File: config.mk
export PLATFORM = sky130hd
export DESIGN_NAME = pad_cmdq
export DESIGN_NICKNAME = d
export VERILOG_FILES = /design/src/sv/pad_pkg.sv /design/src/sv/pad_cmdq.sv
export SDC_FILE = /design/constraint.sdc
export NUM_CORES = 1
export LEC_CHECK = 0
export BUFFER_PORTS_ARGS = -buffer_cell sky130_fd_sc_hd__buf_2
export CAP_MARGIN = 40
export CELL_PAD_IN_SITES_DETAIL_PLACEMENT = 0
export CELL_PAD_IN_SITES_GLOBAL_PLACEMENT = 1
export CORE_AREA = 3 3 101 103
export CTS_CLUSTER_DIAMETER = 150
export DETAILED_ROUTE_END_ITERATION = 10
export DIE_AREA = 0 0 104 106
export GPL_TIMING_DRIVEN = 0
export PLACE_DENSITY = 0.8
export REMOVE_ABC_BUFFERS = 1
export SLEW_MARGIN = 20
export SYNTH_ARGS = -nofsm -noshare
export SYNTH_HDL_FRONTEND = slang
export SYNTH_SLANG_ARGS = --single-unit
File: constraint.sdc
create_clock -name clk -period 8.7 [get_ports clk]
set_clock_uncertainty 0.15 [all_clocks]
set_input_delay 0.87 -clock clk [delete_from_list [all_inputs] [get_ports clk]]
set_output_delay 0.87 -clock clk [all_outputs]
set_load 0.1 [all_outputs]
File: src/sv/pad_pkg.sv
// Shared constants, codes and types of the physical address decoder.
package pad_pkg;

    localparam int ROM_SIZE  = 4096;
    localparam int SRAM_SIZE = 8192;
    localparam int MAIN_SIZE = 65536;

    localparam int ACCESS_BYTES = 4;

    // Each RAM region is split into four byte banks, one per byte lane.
    localparam int SRAM_ROWS  = (SRAM_SIZE + ACCESS_BYTES - 1) / ACCESS_BYTES;
    localparam int MAIN_ROWS  = (MAIN_SIZE + ACCESS_BYTES - 1) / ACCESS_BYTES;
    localparam int SRAM_ROW_W = (SRAM_ROWS > 1) ? $clog2(SRAM_ROWS) : 1;
    localparam int MAIN_ROW_W = (MAIN_ROWS > 1) ? $clog2(MAIN_ROWS) : 1;
    localparam int ROW_W      = (SRAM_ROW_W > MAIN_ROW_W) ? SRAM_ROW_W : MAIN_ROW_W;

    // Last offset at which all four bytes still lie inside a region.
    localparam logic [31:0] ROM_LIM  = 32'(ROM_SIZE - ACCESS_BYTES);
    localparam logic [31:0] SRAM_LIM = 32'(SRAM_SIZE - ACCESS_BYTES);
    localparam logic [31:0] MAIN_LIM = 32'(MAIN_SIZE - ACCESS_BYTES);

    localparam int CMDQ_DEPTH = 2;
    localparam int CMDQ_PW    = (CMDQ_DEPTH > 1) ? $clog2(CMDQ_DEPTH) : 1;
    localparam int CMDQ_CW    = $clog2(CMDQ_DEPTH + 1);

    localparam int PADDR_W = 4;

    localparam logic [1:0] REG_ROM_BASE  = 2'd0;
    localparam logic [1:0] REG_SRAM_BASE = 2'd1;
    localparam logic [1:0] REG_MAIN_BASE = 2'd2;

    localparam logic [31:0] ROM_BASE_RST  = 32'h2000_0000;
    localparam logic [31:0] SRAM_BASE_RST = 32'h0F00_0000;
    localparam logic [31:0] MAIN_BASE_RST = 32'h8000_0000;

    localparam logic [1:0] KIND_FETCH = 2'd0;

    localparam logic [1:0] ST_SERVED = 2'd0;
    localparam logic [1:0] ST_DEVICE = 2'd1;
    localparam logic [1:0] ST_OOB    = 2'd2;
    localparam logic [1:0] ST_ROM_RO = 2'd3;

    localparam logic [1:0] HIT_NONE = 2'd0;
    localparam logic [1:0] HIT_ROM  = 2'd1;
    localparam logic [1:0] HIT_SRAM = 2'd2;
    localparam logic [1:0] HIT_MAIN = 2'd3;

    typedef struct packed {
        logic [31:0] rom_base;
        logic [31:0] sram_base;
        logic [31:0] main_base;
    } cfg_t;

    typedef struct packed {
        logic [1:0]       region;
        logic [1:0]       status;
        logic             is_write;
        logic [1:0]       rot;
        logic [ROW_W-1:0] row;
        logic [31:0]      write_word;
        logic [3:0]       byte_enable;
    } cmd_t;

endpackage

File: src/sv/pad_cmdq.sv
// Short command queue between the decode front end and the memory back end.
module pad_cmdq (
    input  logic          clk,
    input  logic          rst_n,
    input  logic          push,
    output logic          full,
    input  pad_pkg::cmd_t cmd_in,
    input  logic          pop,
    output logic          empty,
    output pad_pkg::cmd_t cmd_out
);

    localparam int PW = pad_pkg::CMDQ_PW;
    localparam int CW = pad_pkg::CMDQ_CW;
    localparam logic [PW-1:0] LAST = PW'(pad_pkg::CMDQ_DEPTH - 1);

    pad_pkg::cmd_t entry_reg [pad_pkg::CMDQ_DEPTH];
    logic [PW-1:0] wr_ptr_reg;
    logic [PW-1:0] wr_ptr_next;
    logic [PW-1:0] rd_ptr_reg;
    logic [PW-1:0] rd_ptr_next;
    logic [CW-1:0] count_reg;
    logic [CW-1:0] count_next;

    assign full    = (count_reg == CW'(pad_pkg::CMDQ_DEPTH));
    assign empty   = (count_reg == '0);
    assign cmd_out = entry_reg[rd_ptr_reg];

    always_comb
    begin
        wr_ptr_next = wr_ptr_reg;
        rd_ptr_next = rd_ptr_reg;
        count_next  = count_reg;
        if (push)
        begin
            wr_ptr_next = (wr_ptr_reg == LAST) ? '0 : wr_ptr_reg + 1'b1;
        end
        if (pop)
        begin
            rd_ptr_next = (rd_ptr_reg == LAST) ? '0 : rd_ptr_reg + 1'b1;
        end
        if (push && !pop)
        begin
            count_next = count_reg + 1'b1;
        end
        else if (pop && !push)
        begin
            count_next = count_reg - 1'b1;
        end
    end

    always_ff @(posedge clk or negedge rst_n)
    begin
        if (!rst_n)
        begin
            wr_ptr_reg <= '0;
            rd_ptr_reg <= '0;
            count_reg  <= '0;
        end
        else
        begin
            wr_ptr_reg <= wr_ptr_next;
            rd_ptr_reg <= rd_ptr_next;
            count_reg  <= count_next;
        end
    end

    always_ff @(posedge clk)
    begin
        if (push)
        begin
            entry_reg[wr_ptr_reg] <= cmd_in;
        end
    end

`ifndef SYNTH
    a_count_bound: assert property (@(posedge clk) disable iff (!rst_n)
        count_reg <= CW'(pad_pkg::CMDQ_DEPTH))
        else $error("command queue count exceeds its depth");
    a_no_underflow: assert property (@(posedge clk) disable iff (!rst_n)
        pop |-> !empty)
        else $error("command queue popped while empty");
`endif

endmodule

### Yosys cells after proc, flatten, opt, wreduce, memory -nomap -nowiden

Memories as Yosys holds them, arrays and structs flattened.
Index checks and enable logic that the tools add are counted.

* register bits after elaboration: 4
* input port bits: 61
* memories: 1
* logic and storage cells: 21
* ROM bits: 0
* bits in latches: 0
* RAM bits: 114

* multiplexer cells: 6
* multiply operators: 0
* equal/unequal tests: 1
* shift-type cells: 0
* bitwise gates (word level): 0
* add/subtract/negate cells: 4
* reductions and logical operators: 6
* divide/modulo/power cells: 0
* order comparisons: 0

Memories
* entry_reg: words 2, bits a word 57, rd ports 1, clocked after Yosys merged registers in 0, write ports 1, RTL line pad_cmdq.sv:17 `pad_pkg::cmd_t entry_reg [pad_pkg::CMDQ_DEPTH];`

Operator list (number)
* $mux 1: 4
* $mux 2: 2
* $add 1x1->1 const B: 2
* $add 2x1->2 const B: 1
* $eq 2x2->1 const B: 1
* $logic_and 1x1->1: 2
* $logic_not 1->1: 2
* $logic_not 2->1: 1
* $reduce_bool 2->1: 1
* $sub 2x1->2 const B: 1

### Depth between registers and ports, before layout

Gate-level depths: netlist of the first run.

* depth after elaboration: 4
* gate-level depth with buffers: 5

### Worst setup path after synthesis of the first run

OpenSTA, ideal clock, no wires.

* kind: input -> register
* start point: input push
* end point: memory entry_reg[0][0] in the netlist's numbering, enable pin
* stages on the path: 1
* setup slack: 4.686 ns
* data arrival time: 3.385 ns
* buffers on the path: 0
* cell sequence: nor2b_1

* word-level cells in the longest chain between the ends: 2

Ends and longest elaborated chain
* start, declared: RTL line pad_cmdq.sv:5 `input logic push,`
* $mux 1: RTL line pad_cmdq.sv:70 `if (push)`
* $mux 1 (implied by the code): RTL line pad_cmdq.sv:72 `entry_reg[wr_ptr_reg] <= cmd_in;`
* end, declared: RTL line pad_cmdq.sv:17

Every way passes these cells.

==> run summary, run 1 <==
CELLS AND AREA
---------------------------------------------------------------------------------
Final net count                                                               392
Antenna Cells                                                                   0
Multi-input gate area                                                     810 um2
Area used by sequential logic in the layout                              3530 um2
Fill cell total of the finished layout                                        715
Ratio of cells with drive above 1 in the final layout                       62.4%
Post-synthesis to final-layout area growth                                  32.4%
Largest register FFs                                                          114

LOGIC SYNTHESIS
---------------------------------------------------------------------------------
Yosys warns                                                                     0
Cells taking the most area after synthesis                           sky130_fd_sc_hd__edfxtp_1 (78%), sky130_fd_sc_hd__mux2_2 (9.5%), sky130_fd_sc_hd__mux2_4 (6.9%)
Number of cells produced by synthesis                                         193
Total of flip-flops plus latches after synthesis                              118
Netlist area before placement                                            4380 um2
Sequential fraction of the synthesis area                                   80.5%
Post-synthesis cell type with the largest combined area              sky130_fd_sc_hd__edfxtp_1
Fraction of synthesized cell area taken by the top area cell type           78.2%
Post-synthesis cell type count                                                 13
Mean instance size in the synthesized netlist                            22.7 um2

PLACEMENT
---------------------------------------------------------------------------------
Input/output buffers                                                          119
Placed wire-length estimate                                               4960 um
GPL Wtd Cong                                                                0.635

CRITICAL PATH
---------------------------------------------------------------------------------
Kind of launch point of the worst setup path                             register
Arrival time of data at the critical path endpoint                        2.16 ns
Startpoint of the worst-slack reg-to-reg timing path                   wr_ptr_reg
Slack of the worst reg-to-reg path                                        7.04 ns
Reg2Reg Capture Point                                                entry_reg[0][39]
Largest fanout of any net on the critical path                                 31
Slowest cell on the critical path                                    sky130_fd_sc_hd__dfrtp_4
Critical path type                                                        reg2out
Launching element of the worst setup path                              rd_ptr_reg
Capturing element of the worst setup path                             cmd_out[56]
Register-to-Register Path Depth                                                 2
Category of the worst setup path capture point                       primary output
Data required, critical path                                              7.68 ns
Sequence of cells on the critical path                               buf_12, mux2_2, buf_2
Highest cell delay on the worst timing path                               0.69 ns

CLOCK TREE
---------------------------------------------------------------------------------
Clock Path Buffers                                                              2
TritonCTS clock tree                                                          yes
Clock latency of the later-clocked register in the worst-skew pair        0.49 ns
Num Clock Sinks                                                               118
CTS-repair resized insts                                                        0
Clock-pin slew on the worst setup and hold paths                          0.05 ns
Post CTS Setup Buffer Count                                                     0
Cts bufs inserted                                                              17
Clk root buf                                                         sky130_fd_sc_hd__clkbuf_8
Cts-stage hold buffer count                                                     0
Maximum level of the CTS H-tree                                                 4

DETAILED ROUTING
---------------------------------------------------------------------------------
Via-to-Cell Ratio                                                            4.75
Number of DRC violations after detailed-routing iteration 0                    72
Vias post-DR                                                                2,240
Number of remaining DRC errors                                                  0
Number of antenna-violating nets in the routed design                           0
Average detailed-routed wire length per instance                          15.9 um
Total Routed Length                                                       7490 um
Drt pass-1 iters                                                                4

TIMING
---------------------------------------------------------------------------------
Relative max-transition margin                                              58.3%
Final worst path period share                                               36.5%
Slew at the pin closest to its max-slew limit                            0.624 ns
Worst hold slack                                                         0.337 ns
Peak clock frequency supported by timing                                  315 MHz
Number of failing setup endpoints in the final timing report                    0
Hold Violations, Final                                                          0
Final-layout setup total negative slack                                      0 ns
RSZ-0062 raised after global routing                                           no
Fin crit period                                                           3.18 ns
Number of pins with negative max-slew slack in the final report                 0

GRT
---------------------------------------------------------------------------------
Via count of the first global-routing pass                                  2,476
Largest net degree at the start of global routing                              37
Wire length of the first global-routing pass                            12,200 um
Overall track demand over capacity in global routing                        14.5%
Gr ovfl total                                                                   0
Initial antenna violation count                                                 1

FLOORPLANNING
---------------------------------------------------------------------------------
Total core area                                                          9280 um2
Initial standard-cell utilization of the core                               47.1%
Number of primary I/O pins                                                    120
Rows                                                                           35
Width of the chip                                                          104 um
Floorplan die area                                                     11,000 um2
Y dimension of the die                                                     106 um

HOLD PATH
---------------------------------------------------------------------------------
Worst hold-check path type                                                reg2reg

FLOW RUN
---------------------------------------------------------------------------------
Max-cap violation count                                                         0

OUTCOME
---------------------------------------------------------------------------------
Outcome                                                              finished clean

placed cells by master (no fill, tap or decap), types with 3 or more instances in the layout:
cell type	netlist	layout
sky130_fd_sc_hd__buf_2	3	119
sky130_fd_sc_hd__edfxtp_1	114	114
sky130_fd_sc_hd__mux2_2	37	37
sky130_fd_sc_hd__mux2_4	20	20
sky130_fd_sc_hd__clkbuf_16	0	16
sky130_fd_sc_hd__xor2_1	4	4
sky130_fd_sc_hd__clkinvlp_4	0	4
sky130_fd_sc_hd__bufinv_16	0	3
sky130_fd_sc_hd__inv_6	0	3
sky130_fd_sc_hd__dfrtp_1	4	3
critical path, delay by kind of cell (launching register included):
kind                   cells  cell delay (ns)
multiplexers               1             0.37
flip-flops                 1             0.69
buffers and inverters      2             0.58
final cells by class:
cell class | count | area share, %
tap | 129 | 2.79
clock buffer | 17 | 7.15
inverter | 1 | 0.0648
timing repair buffer | 124 | 12.1
sequential | 118 | 60.9
clock inverter | 15 | 3.07
multi-input combinational | 68 | 14.0
synthesized netlist by cell type (all sizes together):
master	number
buf	6
nor2	2
ha	1
dfrtp	4
nor2b	2
xnor2	1
inv	1
xor2	4
mux2	57
and2	1
edfxtp	114
how the worst min path moves through the flow:
stage	from	end	slack, ns	cells past startpoint
after floorplan	wr_ptr_reg	wr_ptr_reg	0.31	1
after global placement	wr_ptr_reg	wr_ptr_reg	0.32	1
after detailed placement	count_reg[1]	count_reg[1]	0.33	1
after CTS	rst_n	count_reg[0]	0.00009	1
after global routing	count_reg[1]	count_reg[1]	0.36	1
final	count_reg[1]	count_reg[1]	0.34	1
metrics by stage:
step,setup WS [ns],cell area [um2],util [%],std cells
after floorplan,4.69,4330,-,187
after global placement,3.04,5080,54.8,435
after detailed placement,6.00,5190,55.9,439
after CTS,5.46,5780,62.3,471
after global routing,5.41,5790,62.4,472
final,5.52,5790,62.4,472
logic make-up (layout without fill, tap and decap cells):
logic type | count (synthesis) | in the layout | synth area share (%)
xor+xnor | 5 | 5 | 1.00
flops | 118 | 118 | 80.5
mux | 57 | 57 | 16.4
buf+inv | 7 | 157 | 1.20
simple gates | 5 | 5 | 0.601
fa+ha+maj | 1 | 1 | 0.286
layer usage:
layer  share of wire, %  GRT usage [%]  vias up
met2                 53           25.2       76
met3                6.6           5.59        6
met5               0.19              0        -
met4               0.61           5.70        2
li1                   -              -     1042
met1                 39           16.1     1114
Power of run 1 is not shown: default switching activity piles up to over one toggle a cycle in this logic, so the estimate is an artifact.
==> inputs of run 2 (changes only) <==
Settings changed: CORE_AREA 3 3 101 103 to 3 3 104 106, DIE_AREA 0 0 104 106 to 0 0 107 109, PLACE_DENSITY 0.8 to 0.76.
Clock period 8.7 ns to 3.2 ns, I/O delays scaled along.
==> run summary, run 2 (synthesis results as in run 1) <==
CLOCK TREE
---------------------------------------------------------------------------------
Cts bufs inserted                                                              17   unchanged
Clock latency of the later-clocked register in the worst-skew pair        0.50 ns   was 0.49 ns
CTS-repair resized insts                                                        0   unchanged
Num Clock Sinks                                                               118   unchanged
Clk root buf                                                         sky130_fd_sc_hd__clkbuf_8   unchanged
Clock-pin slew on the worst setup and hold paths                          0.05 ns   about the same
Cts-stage hold buffer count                                                    61   was 0
Post CTS Setup Buffer Count                                                     0   unchanged
Clock Path Buffers                                                              2   unchanged
TritonCTS clock tree                                                          yes   unchanged
Maximum level of the CTS H-tree                                                 4   unchanged

CRITICAL PATH
---------------------------------------------------------------------------------
Reg2Reg Capture Point                                                entry_reg[0][25]   was entry_reg[0][39]
Largest fanout of any net on the critical path                                 34   was 31
Data required, critical path                                              2.73 ns   was 7.68 ns
Cell class contributing the biggest share of worst-path delay          flip-flops   unchanged
Crit. path cell count                                                           3   unchanged
Register-to-Register Path Depth                                                 2   unchanged
Kind of launch point of the worst setup path                             register   unchanged
Slowest cell on the critical path                                    sky130_fd_sc_hd__dfrtp_4   unchanged
Arrival time of data at the critical path endpoint                        2.18 ns   was 2.16 ns
Sequence of cells on the critical path                               buf_12, mux2_2, buf_2   unchanged
Startpoint of the worst-slack reg-to-reg timing path                   wr_ptr_reg   unchanged
Slack of the worst reg-to-reg path                                        1.60 ns   was 7.04 ns
Category of the worst setup path capture point                       primary output   unchanged
Buf+Inv Stages, Crit Path                                                       2   unchanged
Highest cell delay on the worst timing path                               0.70 ns   was 0.69 ns
Critical path type                                                        reg2out   unchanged

TIMING
---------------------------------------------------------------------------------
Final worst path period share                                               82.9%
Relative max-transition margin                                              66.2%   was 58.3%
Peak clock frequency supported by timing                                  377 MHz
Number of failing setup endpoints in the final timing report                    0   unchanged
Slew at the pin closest to its max-slew limit                            0.507 ns   was 0.624 ns
RSZ-0062 raised after global routing                                           no   unchanged
Fin crit period                                                           2.65 ns
Number of pins with negative max-slew slack in the final report                 0   unchanged
Hold Violations, Final                                                          0   unchanged
Final-layout setup total negative slack                                      0 ns   unchanged

CELLS AND AREA
---------------------------------------------------------------------------------
Ratio of cells with drive above 1 in the final layout                       52.1%   was 62.4%
Final net count                                                               452   was 392
Leading cell type in the layout, fill and taps excluded              sky130_fd_sc_hd__buf_2   unchanged
Antenna Cells                                                                   0   unchanged
Fill cell total of the finished layout                                        705   was 715
Largest register FFs                                                          114   unchanged
Post-synthesis to final-layout area growth                                  46.0%   was 32.4%
Most used cells in the layout excluding fill and tap cells           sky130_fd_sc_hd__buf_2 (119), sky130_fd_sc_hd__edfxtp_1 (114), sky130_fd_sc_hd__dlygate4sd3_1 (61), sky130_fd_sc_hd__mux2_2 (37), sky130_fd_sc_hd__mux2_4 (20)   was sky130_fd_sc_hd__buf_2 (119), sky130_fd_sc_hd__edfxtp_1 (114), sky130_fd_sc_hd__mux2_2 (37), sky130_fd_sc_hd__mux2_4 (20), sky130_fd_sc_hd__clkbuf_16 (16)

PLACEMENT
---------------------------------------------------------------------------------
GPL Wtd Cong                                                                0.706   was 0.635
Input/output buffers                                                          119   unchanged
Placed wire-length estimate                                               4740 um   was 4960 um

HOLD PATH
---------------------------------------------------------------------------------
Hold path depth                                                                 1   unchanged
Worst hold-check path type                                                reg2reg   unchanged
Hold EP                                                              count_reg[1]   unchanged
Worst Min Path Start                                                 count_reg[1]   unchanged

FLOORPLANNING
---------------------------------------------------------------------------------
Number of primary I/O pins                                                    120   unchanged
Floorplan die area                                                     11,700 um2   was 11,000 um2
Initial standard-cell utilization of the core                               44.4%   was 47.1%
Rows                                                                           36   was 35
Width of the chip                                                          107 um   was 104 um
Y dimension of the die                                                     109 um   was 106 um
Total core area                                                          9860 um2   was 9280 um2

DETAILED ROUTING
---------------------------------------------------------------------------------
Number of remaining DRC errors                                                  0   unchanged
Number of antenna-violating nets in the routed design                           0   unchanged
Vias post-DR                                                                2,396   was 2,240
Total Routed Length                                                       7910 um   was 7490 um
Via-to-Cell Ratio                                                            4.47   was 4.75
Drt pass-1 iters                                                                5   was 4
Number of DRC violations after detailed-routing iteration 0                    69   was 72
Average detailed-routed wire length per instance                          14.8 um   was 15.9 um

GRT
---------------------------------------------------------------------------------
Gr ovfl total                                                                   0   unchanged
Overall track demand over capacity in global routing                        14.6%   was 14.5%
Initial antenna violation count                                                 0   was 1
Wire length of the first global-routing pass                            12,500 um   was 12,200 um
Largest net degree at the start of global routing                              38   was 37
Via count of the first global-routing pass                                  2,597   was 2,476

FLOW RUN
---------------------------------------------------------------------------------
Max-cap violation count                                                         0   unchanged

OUTCOME
---------------------------------------------------------------------------------
Outcome                                                              finished clean   unchanged

run 2: cell types whose count changed in the layout (fill, tap and decap cells not counted):
cell and change:
sky130_fd_sc_hd__dlygate4sd3_1 +60, sky130_fd_sc_hd__clkbuf_1 +4, sky130_fd_sc_hd__clkinv_2 +3, sky130_fd_sc_hd__clkinvlp_4 -3
sky130_fd_sc_hd__inv_6 -3, sky130_fd_sc_hd__clkinv_4 -2, sky130_fd_sc_hd__buf_12 +1, sky130_fd_sc_hd__buf_16 -1
sky130_fd_sc_hd__bufinv_16 +1
run 2: cell type report:
class                           instances  area, um2  area share (%)
Multi-Input combinational cell         68        810            12.7
Sequential cell                       118       3530            55.2
Timing Repair Buffer                  184       1290            20.3
Clock buffer                           21        429            6.72
Tap cell                              133        166            2.61
Clock inverter                         11        156            2.45
Inverter                                1       3.75          0.0588
run 2: how the worst max path moves through the flow:
| stage | start | end | slack (ns) |
|---|---|---|---|
| after floorplan | wr_ptr_reg | entry_reg[0][0] | -0.37 |
| after global placement | push | entry_reg[0][25] | -1.92 |
| after detailed placement | rd_ptr_reg | cmd_out[41] | 1.03 |
| after CTS | rd_ptr_reg | cmd_out[41] | 0.49 |
| after global routing | rd_ptr_reg | cmd_out[41] | 0.44 |
| final | rd_ptr_reg | cmd_out[41] | 0.55 |
run 2: metrics by stage:
step | area [um2] | hold WS (ns) | instances | utilization [%] | setup slack (ns)
after floorplan | 4330 | -0.126 | 187 | - | -0.369
after global placement | 5090 | -0.0221 | 439 | 51.6 | -1.92
after detailed placement | 5190 | -0.0202 | 443 | 52.6 | 1.03
after CTS | 6390 | 0.340 | 536 | 64.7 | 0.486
after global routing | 6390 | 0.363 | 536 | 64.7 | 0.436
final | 6390 | 0.338 | 536 | 64.7 | 0.549
run 2: worst register-to-register path, cell delays in order (launching register included):
cell and delay, ns:
sky130_fd_sc_hd__dfrtp_1 0.42, sky130_fd_sc_hd__nor2b_4 0.45, sky130_fd_sc_hd__buf_12 0.26
run 2: layer usage:
metal / routed length, um / global-route usage [%] / share of wire, % / up-vias
li1: - / - / - / 1158
met1: 3150 / 15.8 / 40 / 1150
met2: 4150 / 25.4 / 53 / 83
met3: 550 / 6.28 / 7.0 / 5
met4: 57 / 5.75 / 0.72 / 0
met5: 0 / 0 / 0 / -
Power of run 2 is left out for the same reason.
==> inputs of run 3 (changes only) <==
Settings changed: ABC_AREA from default to 1, PLACE_DENSITY 0.76 to 0.77.
Clock period 3.2 ns to 2.46 ns, I/O delays scaled along.
==> run summary, run 3 <==
DETAILED ROUTING
---------------------------------------------------------------------------------
Number of antenna-violating nets in the routed design                           0   unchanged
Average detailed-routed wire length per instance                          15.5 um   was 14.8 um
Number of remaining DRC errors                                                  0   unchanged
Vias post-DR                                                                2,509   was 2,396
Drt pass-1 iters                                                                4   was 5
Total Routed Length                                                       8520 um   was 7910 um
Via-to-Cell Ratio                                                            4.57   was 4.47
Number of DRC violations after detailed-routing iteration 0                    85   was 69

CELLS AND AREA
---------------------------------------------------------------------------------
Final design area excluding fillers                                      6490 um2   was 6390 um2
Multi-input gate area                                                     805 um2   was 810 um2
Final net count                                                               465   was 452
Largest register FFs                                                          114   unchanged
Fill cell total of the finished layout                                        705   unchanged
Most used cells in the layout excluding fill and tap cells           sky130_fd_sc_hd__buf_2 (119), sky130_fd_sc_hd__edfxtp_1 (114), sky130_fd_sc_hd__dlygate4sd3_1 (61), sky130_fd_sc_hd__mux2_2 (37), sky130_fd_sc_hd__mux2_4 (20)   unchanged
Antenna Cells                                                                   0   unchanged
Area used by sequential logic in the layout                              3530 um2   unchanged
Post-synthesis to final-layout area growth                                  47.7%   was 46.0%
Leading cell type in the layout, fill and taps excluded              sky130_fd_sc_hd__buf_2   unchanged
Ratio of cells with drive above 1 in the final layout                       51.4%   was 52.1%

CRITICAL PATH
---------------------------------------------------------------------------------
Kind of launch point of the worst setup path                             register   unchanged
Category of the worst setup path capture point                       primary output   unchanged
Startpoint of the worst-slack reg-to-reg timing path                   wr_ptr_reg   unchanged
Sequence of cells on the critical path                               buf_4, mux2_2, buf_2   was buf_12, mux2_2, buf_2
Reg2Reg Capture Point                                                entry_reg[0][31]   was entry_reg[0][25]
Arrival time of data at the critical path endpoint                        1.90 ns   was 2.18 ns
Capturing element of the worst setup path                             cmd_out[32]   was cmd_out[41]
Register-to-Register Path Depth                                                 3   was 2
Largest fanout of any net on the critical path                                 11   was 34
Critical path type                                                        reg2out   unchanged
Crit. path cell count                                                           3   unchanged
Slowest cell on the critical path                                    sky130_fd_sc_hd__dfrtp_4   unchanged
Highest cell delay on the worst timing path                               0.51 ns   was 0.70 ns
Data required, critical path                                              2.06 ns   was 2.73 ns
Launching element of the worst setup path                              rd_ptr_reg   unchanged
Cell class contributing the biggest share of worst-path delay        buffers and inverters   was flip-flops
Slack of the worst reg-to-reg path                                        0.78 ns   was 1.60 ns
Buf+Inv Stages, Crit Path                                                       2   unchanged

PLACEMENT
---------------------------------------------------------------------------------
GPL Wtd Cong                                                                0.653   was 0.706
Worst Setup Slack post-DPL                                               0.372 ns   was 1.03 ns
Placed wire-length estimate                                               5080 um   was 4740 um
Input/output buffers                                                          119   unchanged
Total cell area at the placement stage                                   5250 um2   was 5190 um2

LOGIC SYNTHESIS
---------------------------------------------------------------------------------
Cells taking the most area after synthesis                           sky130_fd_sc_hd__edfxtp_1 (78%), sky130_fd_sc_hd__mux2_2 (9.5%), sky130_fd_sc_hd__mux2_4 (6.8%)   was sky130_fd_sc_hd__edfxtp_1 (78%), sky130_fd_sc_hd__mux2_2 (9.5%), sky130_fd_sc_hd__mux2_4 (6.9%)
Most frequent cells after synthesis                                  sky130_fd_sc_hd__edfxtp_1 (114), sky130_fd_sc_hd__mux2_2 (37), sky130_fd_sc_hd__mux2_4 (20), sky130_fd_sc_hd__inv_1 (7), sky130_fd_sc_hd__nand2_1 (5)   was sky130_fd_sc_hd__edfxtp_1 (114), sky130_fd_sc_hd__mux2_2 (37), sky130_fd_sc_hd__mux2_4 (20), sky130_fd_sc_hd__dfrtp_1 (4), sky130_fd_sc_hd__xor2_1 (4)
Most frequent cell after synthesis                                   sky130_fd_sc_hd__edfxtp_1   unchanged
Number of synthesized flops with an enable pin                                114   unchanged
Post-synth ARST share                                                       3.39%   unchanged
Sequential fraction of the synthesis area                                   80.2%   was 80.5%
Yosys warns                                                                     0   unchanged
Total of flip-flops plus latches after synthesis                              118   unchanged
Post-synthesis cell type count                                                 14   was 13
Number of cells produced by synthesis                                         202   was 193
Netlist area before placement                                            4400 um2   was 4380 um2
Post-synthesis cell type with the largest combined area              sky130_fd_sc_hd__edfxtp_1   unchanged
Dominant register cell in the synthesized netlist                    sky130_fd_sc_hd__edfxtp_1   unchanged
Fraction of synthesized cell area taken by the top area cell type           77.9%   was 78.2%
Mean instance size in the synthesized netlist                            21.8 um2   was 22.7 um2

FLOW RUN
---------------------------------------------------------------------------------
Max-cap violation count                                                         0   unchanged

TIMING
---------------------------------------------------------------------------------
Final worst path period share                                               93.2%
Worst Slack Setup Final                                                  0.167 ns   was 0.549 ns
Final-layout setup total negative slack                                      0 ns   unchanged
Hold Violations, Final                                                          0   unchanged
Peak clock frequency supported by timing                                  436 MHz
RSZ-0062 raised after global routing                                           no   unchanged
Relative max-transition margin                                              66.0%   was 66.2%
Fin crit period                                                           2.29 ns
Slew at the pin closest to its max-slew limit                            0.514 ns   was 0.507 ns
Number of failing setup endpoints in the final timing report                    0   unchanged
Number of pins with negative max-slew slack in the final report                 0   unchanged

GRT
---------------------------------------------------------------------------------
Global route hottest layer                                                   met2   unchanged
Largest net degree at the start of global routing                              32   was 38
Overall track demand over capacity in global routing                        15.5%   was 14.6%
Met3 Usage GRT                                                              6.22%   was 6.28%
Met2 Track Usage GR                                                         27.8%   was 25.4%
Gr ovfl total                                                                   0   unchanged
Initial antenna violation count                                                 0   unchanged
Wire length of the first global-routing pass                            13,500 um   was 12,500 um
Via count of the first global-routing pass                                  2,740   was 2,597
Met1 track demand over resource in global routing                           16.8%   was 15.8%

CLOCK TREE
---------------------------------------------------------------------------------
Clock Path Buffers                                                              2   unchanged
TritonCTS clock tree                                                          yes   unchanged
Cts bufs inserted                                                              17   unchanged
Num Clock Sinks                                                               118   unchanged
Clk root buf                                                         sky130_fd_sc_hd__clkbuf_8   unchanged
Maximum level of the CTS H-tree                                                 4   unchanged
Clock-pin slew on the worst setup and hold paths                          0.05 ns   about the same
CTS-repair resized insts                                                        0   unchanged
Clock latency of the later-clocked register in the worst-skew pair        0.50 ns   about the same

FLOORPLANNING
---------------------------------------------------------------------------------
Number of primary I/O pins                                                    120   unchanged
Y dimension of the die                                                     109 um   unchanged
Floorplan die area                                                     11,700 um2   unchanged
Initial standard-cell utilization of the core                               44.6%   was 44.4%
Rows                                                                           36   unchanged
Total core area                                                          9860 um2   unchanged
Width of the chip                                                          107 um   unchanged

OUTCOME
---------------------------------------------------------------------------------
Outcome                                                              finished clean   unchanged

HOLD PATH
---------------------------------------------------------------------------------
Worst hold-check path type                                                 in2reg   was reg2reg

[run 3: cell types whose count changed after synthesis]
cell                      change
sky130_fd_sc_hd__xor2_1       -2
sky130_fd_sc_hd__nand4_1      +1
sky130_fd_sc_hd__nand2_1      +5
sky130_fd_sc_hd__nand3_1      +1
sky130_fd_sc_hd__inv_1        +6
sky130_fd_sc_hd__nor2_1       +1
sky130_fd_sc_hd__nor2b_1      -2
sky130_fd_sc_hd__and2_1       -1
[run 3: area by class of cell]
type,instances,share of cell area [%]
clock buffer,20,6.55
timing repair buffer,188,20.9
multi-input combinational,71,12.4
inverter,7,0.443
sequential,118,54.3
clock inverter,12,2.81
tap,133,2.56
[run 3: stage by stage]
stage / std cells / hold slack [ns] / utilization (%)
final: 549 / 0.319 / 65.8
after global routing: 549 / 0.304 / 65.8
after CTS: 549 / 0.294 / 65.8
after detailed placement: 453 / -0.0879 / 53.2
after global placement: 448 / -0.0945 / 51.8
after floorplan: 196 / -0.200 / -
[run 3: per-layer routing]
layer	wire length, um	part of all wire [%]
met5	0	0
met4	73	0.86
met3	579	6.8
met2	4470	52
met1	3400	40
[run 3: timing repair]
item                                    4_1_cts  5_1_grt
hold buffers                                 61        0
hold endpoints to repair                    121        0
buffers inserted                              3        0
endpoints found under the setup margin       30        0
[run 3: kinds of logic (layout without fill, tap and decap cells)]
kind of cell / after synthesis / in the layout / share of synthesized area [%]
flip-flops: 118 / 118 / 80.2
multiplexers: 57 / 57 / 16.3
buffers and inverters: 13 / 227 / 1.71
AND/OR/NAND/NOR: 10 / 10 / 0.939
XOR/XNOR: 3 / 3 / 0.598
adder cells (fa/ha/maj): 1 / 1 / 0.285
[run 3: worst min-delay path by stage]
stage | from | endpoint | slack (ns) | cells after the start
after floorplan | rst_n | count_reg[0] | -0.20 | 0
after global placement | rst_n | rd_ptr_reg | -0.09 | 1
after detailed placement | rst_n | rd_ptr_reg | -0.09 | 1
after CTS | cmd_in[24] | entry_reg[0][24] | 0.29 | 2
after global routing | cmd_in[3] | entry_reg[0][3] | 0.30 | 2
final | cmd_in[39] | entry_reg[1][39] | 0.32 | 2
Power of run 3 is left out for the same reason.
